**src/rtl/alse_pkg.sv**
```systemverilog
// Shared types and constants of the array list shift engine.
`timescale 1ns / 1ps

package alse_pkg;

    localparam int CAPACITY = 64;

    // Action codes
    localparam logic [2:0] ACT_APPEND  = 3'd0;
    localparam logic [2:0] ACT_PREPEND = 3'd1;
    localparam logic [2:0] ACT_INSERT  = 3'd2;
    localparam logic [2:0] ACT_DROP_HD = 3'd3;
    localparam logic [2:0] ACT_DROP_TL = 3'd4;
    localparam logic [2:0] ACT_DROP_AR = 3'd5;
    localparam logic [2:0] ACT_DUMP    = 3'd6;

    // Status codes
    localparam logic [1:0] ST_DONE  = 2'd0;
    localparam logic [1:0] ST_FULL  = 2'd1;
    localparam logic [1:0] ST_EMPTY = 2'd2;
    localparam logic [1:0] ST_NOKEY = 2'd3;

    typedef struct packed {
        logic [2:0]         action;
        logic signed [31:0] key;
        logic signed [31:0] new_value;
    } item_t;

    typedef struct packed {
        logic signed [31:0] element;
        logic               is_element;
        logic               last;
        logic [1:0]         status;
        logic [6:0]         count;
    } result_t;

endpackage

```
**src/rtl/alse_mem.sv**
```systemverilog
// Word store: one write port, one read port with registered read data.
`timescale 1ns / 1ps

module alse_mem #(
    parameter int DEPTH = alse_pkg::CAPACITY,
    parameter int AW    = $clog2(DEPTH)
) (
    input  logic          clk,
    input  logic          we,
    input  logic [AW-1:0] waddr,
    input  logic [31:0]   wdata,
    input  logic          re,
    input  logic [AW-1:0] raddr,
    output logic [31:0]   rdata
);

    logic [31:0] mem [DEPTH];

    // Write port
    always_ff @(posedge clk)
    begin
        if (we)
        begin
            mem[waddr] <= wdata;
        end
    end

    // Read port with registered read data
    always_ff @(posedge clk)
    begin
        if (re)
        begin
            rdata <= mem[raddr];
        end
    end

endmodule

```
**src/rtl/array_list_shift_engine_core.sv**
```systemverilog
// Top level: list controller sequencing read-modify-write sweeps over the word store.
// Drop last and status-only actions leave the store alone and append writes one word;
//   the other edits shift words, insert and drop around after a key search.
// Throughput: one item at a time, busy stays high until the item's work is done;
//   a dump emits one word per cycle from registered read data.
// Reset clears the word count and control state; the store itself is not cleared.
`timescale 1ns / 1ps

module array_list_shift_engine_core #(
    parameter int CAPACITY = alse_pkg::CAPACITY
) (
    input  logic             clk,
    input  logic             rst_n,
    input  logic             start,
    output logic             busy,
    input  alse_pkg::item_t  item,
    output logic             strobe,
    output alse_pkg::result_t result
);

    localparam int AW = $clog2(CAPACITY);
    localparam int LW = $clog2(CAPACITY + 1);

    typedef enum logic [5:0] {
        S_IDLE = 6'b000001,
        S_SRCH = 6'b000010,
        S_SHUP = 6'b000100,
        S_SHDN = 6'b001000,
        S_DUMP = 6'b010000,
        S_FIN  = 6'b100000
    } state_t;

    state_t            state_reg, state_next;
    logic [2:0]        act_reg, act_next;
    logic [31:0]       key_reg, key_next;
    logic [31:0]       nv_reg, nv_next;
    logic [LW-1:0]     len_reg, len_next;
    logic [LW-1:0]     lo_reg, lo_next;
    logic [AW-1:0]     ptr_reg, ptr_next;
    logic              more_reg, more_next;
    logic              pend_reg, pend_next;
    logic [AW-1:0]     paddr_reg, paddr_next;
    logic              second_reg, second_next;
    logic [1:0]        stat_reg, stat_next;
    logic              strobe_reg, strobe_next;
    alse_pkg::result_t res_reg, res_next;

    logic              we, re;
    logic [AW-1:0]     waddr, raddr;
    logic [31:0]       wdata, rdata;

    logic [LW:0]       len_x, lo_x, pad_x, ptr_inc;
    logic              full;

    alse_mem #(
        .DEPTH(CAPACITY),
        .AW   (AW)
    ) u_mem (
        .clk  (clk),
        .we   (we),
        .waddr(waddr),
        .wdata(wdata),
        .re   (re),
        .raddr(raddr),
        .rdata(rdata)
    );

    assign len_x   = {1'b0, len_reg};
    assign lo_x    = {1'b0, lo_reg};
    assign pad_x   = (LW+1)'(paddr_reg);
    assign ptr_inc = (LW+1)'(ptr_reg) + 1'b1;
    assign full    = (len_reg == LW'(CAPACITY));

    assign busy   = (state_reg != S_IDLE);
    assign strobe = strobe_reg;
    assign result = res_reg;

    // Next-state and memory control
    always_comb
    begin
        state_next  = state_reg;
        act_next    = act_reg;
        key_next    = key_reg;
        nv_next     = nv_reg;
        len_next    = len_reg;
        lo_next     = lo_reg;
        ptr_next    = ptr_reg;
        more_next   = more_reg;
        pend_next   = 1'b0;
        paddr_next  = paddr_reg;
        second_next = second_reg;
        stat_next   = stat_reg;
        strobe_next = 1'b0;
        res_next    = res_reg;
        we          = 1'b0;
        waddr       = paddr_reg;
        wdata       = rdata;
        re          = 1'b0;
        raddr       = ptr_reg;

        unique case (state_reg)
            S_IDLE:
            begin
                if (start)
                begin
                    act_next  = item.action;
                    key_next  = item.key;
                    nv_next   = item.new_value;
                    stat_next = alse_pkg::ST_DONE;
                    state_next = S_FIN;
                    unique case (item.action)
                        alse_pkg::ACT_APPEND:
                        begin
                            if (full)
                            begin
                                stat_next = alse_pkg::ST_FULL;
                            end
                            else
                            begin
                                lo_next    = len_reg;
                                ptr_next   = AW'(len_x - 1'b1);
                                more_next  = 1'b0;
                                state_next = S_SHUP;
                            end
                        end
                        alse_pkg::ACT_PREPEND:
                        begin
                            if (full)
                            begin
                                stat_next = alse_pkg::ST_FULL;
                            end
                            else
                            begin
                                lo_next    = '0;
                                ptr_next   = AW'(len_x - 1'b1);
                                more_next  = (len_reg != '0);
                                state_next = S_SHUP;
                            end
                        end
                        alse_pkg::ACT_INSERT:
                        begin
                            if (full)
                            begin
                                stat_next = alse_pkg::ST_FULL;
                            end
                            else if (len_reg == '0)
                            begin
                                stat_next = alse_pkg::ST_NOKEY;
                            end
                            else
                            begin
                                ptr_next   = '0;
                                more_next  = 1'b1;
                                state_next = S_SRCH;
                            end
                        end
                        alse_pkg::ACT_DROP_HD:
                        begin
                            if (len_reg == '0)
                            begin
                                stat_next = alse_pkg::ST_EMPTY;
                            end
                            else
                            begin
                                lo_next     = '0;
                                ptr_next    = AW'(1);
                                more_next   = (len_x > (LW+1)'(1));
                                second_next = 1'b0;
                                state_next  = S_SHDN;
                            end
                        end
                        alse_pkg::ACT_DROP_TL:
                        begin
                            if (len_reg == '0)
                            begin
                                stat_next = alse_pkg::ST_EMPTY;
                            end
                            else
                            begin
                                len_next = len_reg - 1'b1;
                            end
                        end
                        alse_pkg::ACT_DROP_AR:
                        begin
                            if (len_reg == '0)
                            begin
                                stat_next = alse_pkg::ST_NOKEY;
                            end
                            else
                            begin
                                ptr_next   = '0;
                                more_next  = 1'b1;
                                state_next = S_SRCH;
                            end
                        end
                        alse_pkg::ACT_DUMP:
                        begin
                            if (len_reg == '0)
                            begin
                                stat_next = alse_pkg::ST_EMPTY;
                            end
                            else
                            begin
                                ptr_next   = '0;
                                more_next  = 1'b1;
                                state_next = S_DUMP;
                            end
                        end
                        default:
                        begin
                            stat_next = alse_pkg::ST_DONE;
                        end
                    endcase
                end
            end

            // Key search: one read issued per cycle, compared against the key in the following cycle
            S_SRCH:
            begin
                if (more_reg)
                begin
                    re         = 1'b1;
                    pend_next  = 1'b1;
                    paddr_next = ptr_reg;
                    ptr_next   = ptr_reg + 1'b1;
                    more_next  = (ptr_inc < len_x);
                end
                if (pend_reg)
                begin
                    if (rdata == key_reg)
                    begin
                        pend_next = 1'b0;
                        if (act_reg == alse_pkg::ACT_INSERT)
                        begin
                            lo_next    = LW'(pad_x);
                            ptr_next   = AW'(len_x - 1'b1);
                            more_next  = 1'b1;
                            state_next = S_SHUP;
                        end
                        else if ((pad_x + 1'b1) < len_x)
                        begin
                            lo_next     = LW'(pad_x + 1'b1);
                            ptr_next    = AW'(pad_x + 2'd2);
                            more_next   = ((pad_x + 2'd2) < len_x);
                            second_next = (paddr_reg != '0);
                            state_next  = S_SHDN;
                        end
                        else if (paddr_reg != '0)
                        begin
                            lo_next     = LW'(pad_x - 1'b1);
                            ptr_next    = paddr_reg;
                            more_next   = 1'b1;
                            second_next = 1'b0;
                            state_next  = S_SHDN;
                        end
                        else
                        begin
                            stat_next  = alse_pkg::ST_DONE;
                            state_next = S_FIN;
                        end
                    end
                    else if (!more_reg)
                    begin
                        stat_next  = alse_pkg::ST_NOKEY;
                        state_next = S_FIN;
                    end
                end
            end

            // Shift up: read high to low, write one place higher, then fill the gap
            S_SHUP:
            begin
                if (pend_reg)
                begin
                    we    = 1'b1;
                    waddr = paddr_reg + 1'b1;
                    wdata = rdata;
                end
                if (more_reg)
                begin
                    re         = 1'b1;
                    pend_next  = 1'b1;
                    paddr_next = ptr_reg;
                    if (ptr_reg == lo_reg[AW-1:0])
                    begin
                        more_next = 1'b0;
                    end
                    else
                    begin
                        ptr_next = ptr_reg - 1'b1;
                    end
                end
                if (!more_reg && !pend_reg)
                begin
                    we         = 1'b1;
                    waddr      = lo_reg[AW-1:0];
                    wdata      = nv_reg;
                    len_next   = len_reg + 1'b1;
                    stat_next  = alse_pkg::ST_DONE;
                    state_next = S_FIN;
                end
            end

            // Shift down: read low to high, write one place lower, then shorten
            S_SHDN:
            begin
                if (pend_reg)
                begin
                    we    = 1'b1;
                    waddr = paddr_reg - 1'b1;
                    wdata = rdata;
                end
                if (more_reg)
                begin
                    re         = 1'b1;
                    pend_next  = 1'b1;
                    paddr_next = ptr_reg;
                    ptr_next   = ptr_reg + 1'b1;
                    more_next  = (ptr_inc < len_x);
                end
                if (!more_reg && !pend_reg)
                begin
                    len_next = len_reg - 1'b1;
                    if (second_reg)
                    begin
                        second_next = 1'b0;
                        lo_next     = LW'(lo_x - 2'd2);
                        ptr_next    = AW'(lo_x - 1'b1);
                        more_next   = (lo_x < len_x);
                    end
                    else
                    begin
                        stat_next  = alse_pkg::ST_DONE;
                        state_next = S_FIN;
                    end
                end
            end

            // Dump: stream words in order
            S_DUMP:
            begin
                if (more_reg)
                begin
                    re         = 1'b1;
                    pend_next  = 1'b1;
                    paddr_next = ptr_reg;
                    ptr_next   = ptr_reg + 1'b1;
                    more_next  = (ptr_inc < len_x);
                end
                if (pend_reg)
                begin
                    strobe_next         = 1'b1;
                    res_next.element    = rdata;
                    res_next.is_element = 1'b1;
                    res_next.last       = ((pad_x + 1'b1) == len_x);
                    res_next.status     = alse_pkg::ST_DONE;
                    res_next.count      = 7'(len_reg);
                end
                if (!more_reg && !pend_reg)
                begin
                    state_next = S_IDLE;
                end
            end

            // Single status item
            S_FIN:
            begin
                strobe_next         = 1'b1;
                res_next.element    = '0;
                res_next.is_element = 1'b0;
                res_next.last       = 1'b1;
                res_next.status     = stat_reg;
                res_next.count      = 7'(len_reg);
                state_next          = S_IDLE;
            end

            default:
            begin
                state_next = S_IDLE;
            end
        endcase
    end

    // Control registers
    always_ff @(posedge clk or negedge rst_n)
    begin
        if (!rst_n)
        begin
            state_reg  <= S_IDLE;
            len_reg    <= '0;
            more_reg   <= 1'b0;
            pend_reg   <= 1'b0;
            second_reg <= 1'b0;
            strobe_reg <= 1'b0;
        end
        else
        begin
            state_reg  <= state_next;
            len_reg    <= len_next;
            more_reg   <= more_next;
            pend_reg   <= pend_next;
            second_reg <= second_next;
            strobe_reg <= strobe_next;
        end
    end

    // Payload registers
    always_ff @(posedge clk)
    begin
        act_reg   <= act_next;
        key_reg   <= key_next;
        nv_reg    <= nv_next;
        lo_reg    <= lo_next;
        ptr_reg   <= ptr_next;
        paddr_reg <= paddr_next;
        stat_reg  <= stat_next;
        res_reg   <= res_next;
    end

endmodule

```
**config.mk**
```make
export PLATFORM = sky130hd
export DESIGN_NAME = array_list_shift_engine_core
export DESIGN_NICKNAME = d
export VERILOG_FILES = /design/src/rtl/alse_pkg.sv /design/src/rtl/alse_mem.sv /design/src/rtl/array_list_shift_engine_core.sv
export SDC_FILE = /design/constraint.sdc
export NUM_CORES = 2
export LEC_CHECK = 0
export BUFFER_PORTS_ARGS = -buffer_cell sky130_fd_sc_hd__buf_2
export CAP_MARGIN = 25
export CORE_MARGIN = 10
export CORE_UTILIZATION = 40
export DETAILED_ROUTE_END_ITERATION = 16
export PLACE_DENSITY = 0.66
export SYNTH_ARGS = -nofsm -noshare
export SYNTH_HDL_FRONTEND = slang
export SYNTH_SLANG_ARGS = --single-unit
```
**constraint.sdc**
```tcl
create_clock -name clk -period 9.8 [get_ports clk]
set_clock_uncertainty 0.15 [all_clocks]
set_input_delay 0.98 -clock clk [delete_from_list [all_inputs] [get_ports clk]]
set_output_delay 0.98 -clock clk [all_outputs]
set_load 0.1 [all_outputs]
```
### After elaboration in Yosys (flattened, before gate mapping)

Memories as Yosys holds them, arrays and structs flattened. A register that Yosys moved wholly into a read port is not among the register bits.
Index checks and enable logic that the tools add are counted.

* memories: 1
* RAM bits: 2048
* output and inout bits: 45
* logic and storage cells: 228
* latch bits: 0
* register bits: 148
* ROM bits: 0

Memory list
* u_mem.mem: depth 64, bits a word 32, read ports 1, clocked after Yosys merged registers in 1, wr ports 1, RTL line alse_mem.sv:17 `logic [31:0] mem [DEPTH];`

* shifts and indexed selects: 0
* divide/modulo/power cells: 0
* mux-type cells: 117
* equal/unequal tests: 47
* multiply operators: 0
* bitwise gates (word level): 0
* add/sub/neg operators: 13
* reduce and logical (&&, ||, !) cells: 27
* $lt $le $gt $ge: 5

Operators by type and width (count)
* $mux 6: 34
* $mux 7: 16
* $pmux 6 s5: 3
* $pmux 43 s2: 1
* $mux 32: 2
* $pmux 7 s3: 3
* $mux 43: 1
* $mux 1: 34
* $eq 32x32->1: 1
* $ne 3x3->1 const B: 10
* $lt 7x7->1: 4
* $mux 2: 13
* $ne 2x2->1 const B: 13
* $pmux 6 s4: 1
* $sub 6x1->6 const B: 4
* $pmux 2 s4: 2
* $add 6x1->7 const B: 2
* $reduce_and 7->1: 2
* $add 6x1->6 const B: 2
* $pmux 6 s2: 1
* $reduce_and 11->1: 1
* $pmux 1 s5: 2
* $reduce_and 10->1: 1
* $eq 3x2->1 const B: 3
* other kinds (42): 53

### Longest topological paths before layout

* depth after elaboration: 9
* gate-level depth with buffers: 13

### Hierarchy

A second synthesis with hierarchy kept.

* cells, all modules: 4292
* area total of the unflattened synthesis: 88018.2 um2

By module, submodules not included
* alse_mem: cells an instance 3511, times used 1, seq. area each 62459.9 um2, area an instance 79359.9 um2
* array_list_shift_engine_core: cells an instance 781, times used 1, seq. area each 4360.4 um2, area an instance 8658.3 um2

### Least setup slack after synthesis

Ideal clock, no wire load.

* path type: register to register
* start: reg state_reg[1]
* end: reg res_reg, in the netlist result[0], enable pin
* library setup time: 0.503 ns
* data required time: 9.147 ns
* path buffers: 0
* data arrival time: 4.106 ns
* stages on the path, launching flop included: 4
* period minus slack after synthesis: 4.759 ns
* path slack: 5.041 ns
* path through: dfrtp_1 -> nor4_1 -> nand3b_1 -> o21ai_0

* word-level cells in the longest chain between the ends: 3
* elaborated cells on any way between the ends: 5
* classes of those cells: 3 x eq/ne; 2 x reduce/logical

Ends and longest elaborated chain
* from (decl): RTL line array_list_shift_engine_core.sv:33 `state_t state_reg, state_next;`
* from (signal assigned): RTL line array_list_shift_engine_core.sv:398 `state_reg <= state_next;`
* $eq 6x5->1 or $eq 6x6->1 (tied branches): RTL line array_list_shift_engine_core.sv:101 `unique case (state_reg)`
* $ne 2x2->1 (no line) or $reduce_bool 2->1 (tied branches)
* $reduce_and 2->1 (no line) *
* to (signal assigned): RTL line array_list_shift_engine_core.sv:417 `res_reg <= res_next;`
* to (decl): RTL line array_list_shift_engine_core.sv:46 `alse_pkg::result_t res_reg, res_next;`

Every way passes the cells marked *; elsewhere a longest branch is shown, timed or not.
A chain may end at the register's enable or synchronous reset.

### Worst setup path in the final report

* start: reg paddr_reg[1]
* end: mem u_mem.mem[18][7], enable pin

* word-level cells in the longest chain between the ends: 4
* elaborated cells on any way between the ends: 6
* classes of those cells: 2 x add/sub; 4 x mux

Ends and longest elaborated chain
* from (decl): RTL line array_list_shift_engine_core.sv:42 `logic [AW-1:0] paddr_reg, paddr_next;`
* from (signal assigned): RTL line array_list_shift_engine_core.sv:415 `paddr_reg <= paddr_next;`
* $add 6x1->6: RTL line array_list_shift_engine_core.sv:276 `waddr = paddr_reg + 1'b1;`
* $mux 6: RTL line array_list_shift_engine_core.sv:273 `if (pend_reg)`
* $mux 6: RTL line array_list_shift_engine_core.sv:293 `if (!more_reg && !pend_reg)`
* $pmux 6 s2 *: RTL line array_list_shift_engine_core.sv:101
* to (decl): RTL line alse_mem.sv:17

Marks and branches as above.

==> results.md <==
* 0.7636 — fraction of the yosys area taken by sequential cells
* 0.4025 — initial cell density of the core
* 0 — DRC violation count after routing
* 43026 — vias in the first global route
* sky130_fd_sc_hd__a31oi_1 — cell with the biggest individual delay on the critical path
* 17778 — FILL cells
* 66820 sq um — combined flip-flop and latch cell area
* 0.2850 — fraction of layout instances using a drive strength above 1
* 10.17 ns — required time at the worst-slack endpoint
* nv_reg[18] — hold worst-path end
* 87510 sq um — Post-Syn Area
* paddr_reg[1] — launch instance of the worst register-to-register path
* 0.325 — Combinational Power Share
* item[18] — start point of the worst hold path
* 0.06 ns — register clock-pin slew on the reported worst setup and hold paths
* 5 — Pre-Repair DR Iteration Count
* 190.8 MHz — highest achievable clock rate
* 140700 microns — half-perimeter wire length of the detailed placement result
* 4388 — final-stage net count
* 0 — Final setup violation count
* 2228 — flip-flop and latch count after synthesis
* 487.7 microns — Die X-Extent
* 295.6 nW/um^2 — PD cells
* 21.79 sq um — Avg Synthesized Cell Area
* 31.32 microns — drt wl/cell
* sky130_fd_sc_hd__clkbuf_16 — Clk Tree Root Cell
* 99880 sq um — design area
* 217400 sq um — core region area
* 2228 — clock sinks
* 0.1903 — global router's overall resource usage
* 0.403 — share of power burned in registers
* 2048 — flip-flop count of the largest register, all copies and words added
* 4 — number of H-tree branching levels
* 20240 sq um — total area of multi-input combinational cells
* 31.19 nW — leakage power summed over all cells
* 43021 — total vias in the final route
* sky130_fd_sc_hd__edfxtp_1 — most used flip-flop cell after synthesis
* 0 — remaining number of nets flagged by the antenna check after routing
* 9 — R2R cell count
* 229400 microns — total wire length after detailed routing
* 0 — number of warnings printed during yosys synthesis
* 0 ns — setup TNS
* 4124 — net count after synthesis
* 10.05 mW — net switching power
* 4.560 ns — final setup margin
* 14.14% — layout overhead on the synthesized area
* 0.272 — share of power burned in the clock network
* 171 — Row Count
* 2211 — count of flip-flops with a built-in enable after synthesis
* 0 — post_cts resized
* false — unrepaired setup endpoints after global routing
* 5.61 ns — Data arrival, critical path
* 19.47 mW — internal power
* 0.86 ns — clk_lat worst skew
* 3 — maximum buffer depth of the clock tree
* 1 — hold depth
* 0.2405 — tightest slew margin relative to the limit
* 115 — boundary pin count
* reg2reg — path type of the worst setup path
* 92910 sq um — placed cell areas
* 325800 microns — first-pass GRT wire length
* 4.718 ns — pre-CTS setup slack
* u_mem.mem — Largest Register
* 17 — critical-path maximum fanout
* 122 — pin count of the biggest net entering global routing
* 114 — count of buffers inserted at the top-level ports
* register — startpoint types
* 0.007630 — post-synthesis async set-or-reset flop share
* in2reg — type of the worst min-delay path
* 4015 — gate count of the mapped netlist
* 0 — # Max-Cap Violations
* inv_1 -> ha_1 -> a21bo_2 -> nor3_1 -> o221ai_1 -> a31oi_1 -> nand3_1 -> nor2_4 -> buf_4 — cell-by-cell trace of the critical path
* 0.3404 — switching part of the total
* 0.2456 mV — worst-case vdd ir drop
* 1.139 ns — Tightest Pin Transition
* 0 — number of hold-slack violations in the final timing report
* 5.872 — routed via count divided by cell count
* 0.89 ns — Slowest Stage Delay on Critical Path
* 0 — Final Max Tran Viols
* 215 — clock buffers created by TritonCTS
* 487.7 microns — vertical die dimension
* complete, no violations — result of the run
* 0 — sum of overflow across all layers after global routing
* built — TritonCTS clock tree
* 0.9395 — GPL Wtd Cong
* 74 — post-synthesis cell type count
* 14 — number of antenna violations at the first check in global routing
* 4.56 ns — flop-to-flop setup slack
* 237900 sq um — die outline area
* register — endpoint class of the critical path
* 0.4595 — final cell utilization of the core
* 5.240 ns — Final min period
* 5763 — Initial DRC Count
* u_mem.mem[18][7] — FF-to-FF End
* 0.5347 — post-route fraction of the period consumed by the critical path
power by group through the flow:
stage | sequential [mW] | clock (mW) | combinational [mW]
final | 11.9 | 8.04 | 9.58
after global routing | 11.9 | 8.55 | 10.0
after CTS | 11.9 | 8.16 | 9.57
after detailed placement | 12.1 | 0 | 9.55
after global placement | 12.1 | 0 | 9.44
after floorplan | 12.1 | 0 | 5.74
how the worst max path moves through the flow:
stage	startpoint	endpoint	slack, ns
after floorplan	state_reg[1]	result[0]	5.04
after global placement	u_mem.rdata[29]	lo_reg[1]	4.48
after detailed placement	paddr_reg[1]	u_mem.mem[18][20]	4.72
after CTS	paddr_reg[1]	u_mem.mem[18][7]	4.69
after global routing	paddr_reg[1]	u_mem.mem[18][19]	4.32
final	paddr_reg[1]	u_mem.mem[18][7]	4.56
cell type report:
type	instances	area share
clock inverter	147	0.01223
sequential	2228	0.6690
tap	2854	0.03575
multi-input combinational	1539	0.2027
inverter	32	0.001290
clock buffer	258	0.05612
timing repair buffer	263	0.02275
antenna	5	0.0001253
layer usage:
| layer | track usage | vias to the layer above | share of wire |
|---|---|---|---|
| met5 | 0 | - | 0.00017 |
| met4 | 0.09159 | 4 | 0.054 |
| met3 | 0.03479 | 404 | 0.087 |
| met2 | 0.2929 | 2191 | 0.47 |
| met1 | 0.2628 | 22896 | 0.39 |
| li1 | - | 17526 | - |
through the flow:
stage                     power [mW]  cells  hold WS, ns
after floorplan                17.80   4015       0.2731
after global placement         21.53   6877       0.4309
after detailed placement       21.64   6909       0.4170
after CTS                      29.63   7315      0.07700
after global routing           30.46   7322       0.1115
final                          29.52   7326       0.1444
logic make-up after synthesis:
kind of cell / after synthesis / synth area share
mux: 718 / 0.1658
buf+inv: 248 / 0.01140
xor+xnor: 82 / 0.008207
simple gates: 409 / 0.02206
flops: 2228 / 0.7636
compound gates: 291 / 0.02329
fa+ha+maj: 39 / 0.005576
Yosys cell counts (5+ instances only):
cell,count,area [sq um]
sky130_fd_sc_hd__a2111oi_0,5,43.79
sky130_fd_sc_hd__a211oi_1,9,67.56
sky130_fd_sc_hd__a21oi_1,51,255.2
sky130_fd_sc_hd__a221o_1,7,70.07
sky130_fd_sc_hd__a221oi_1,16,140.1
sky130_fd_sc_hd__a22oi_1,6,45.04
sky130_fd_sc_hd__a31oi_1,13,81.33
sky130_fd_sc_hd__a32oi_1,21,183.9
sky130_fd_sc_hd__and2_1,35,219.0
sky130_fd_sc_hd__and3_1,5,31.28
sky130_fd_sc_hd__buf_1,48,180.2
sky130_fd_sc_hd__buf_2,47,235.2
sky130_fd_sc_hd__clkbuf_1,120,450.4
sky130_fd_sc_hd__dfrtp_1,16,400.4
sky130_fd_sc_hd__edfxtp_1,2211,66390
sky130_fd_sc_hd__ha_1,39,488.0
sky130_fd_sc_hd__inv_1,29,108.9
sky130_fd_sc_hd__mux2_2,35,394.1
sky130_fd_sc_hd__mux2i_1,101,1011
sky130_fd_sc_hd__mux4_2,582,13110
sky130_fd_sc_hd__nand2_1,121,454.2
sky130_fd_sc_hd__nand2b_1,6,37.54
sky130_fd_sc_hd__nand3_1,43,215.2
sky130_fd_sc_hd__nand3b_1,7,52.55
sky130_fd_sc_hd__nand4_1,12,75.07
sky130_fd_sc_hd__nor2_1,110,412.9
sky130_fd_sc_hd__nor2b_1,6,37.54
sky130_fd_sc_hd__nor3_1,30,150.1
sky130_fd_sc_hd__nor4_1,15,93.84
sky130_fd_sc_hd__o21ai_0,56,280.3
sky130_fd_sc_hd__o221ai_1,19,166.4
sky130_fd_sc_hd__o22ai_1,35,219.0
sky130_fd_sc_hd__xnor2_1,35,306.5
sky130_fd_sc_hd__xor2_1,47,411.6
worst max-delay path, delay by kind of cell, from the launching register on:
| family | cells | cell delay, ns |
|---|---|---|
| AO/OA/AOI/OAI | 3 | 1.29 |
| adder cells (fa/ha/maj) | 1 | 0.26 |
| buffers and inverters | 2 | 0.64 |
| flip-flops | 1 | 0.53 |
| AND/OR/NAND/NOR | 3 | 1.98 |
layout by cell type, fill, tap and decap left out, drive strengths merged, types with 19 or more instances in the layout:
cell type and count:
clkinv 117, mux4 582, xnor2 35, clkbuf 258, and2 37, mux2 35, edfxtp 2211, mux2i 101
nor2 110, o21ai 56, nand2 121, xor2 47, a221oi 19, o22ai 35, nor3 30, ha 39
a32oi 21, nand3 43, buf 262, o221ai 19, a21oi 51, inv 41
timing repair:
action | CTS | global route
endpoints found under the hold margin | 16 | 0
hold buffers | 1 | 0
buffers inserted | 0 | 0
(Power assumes the default switching activity.)
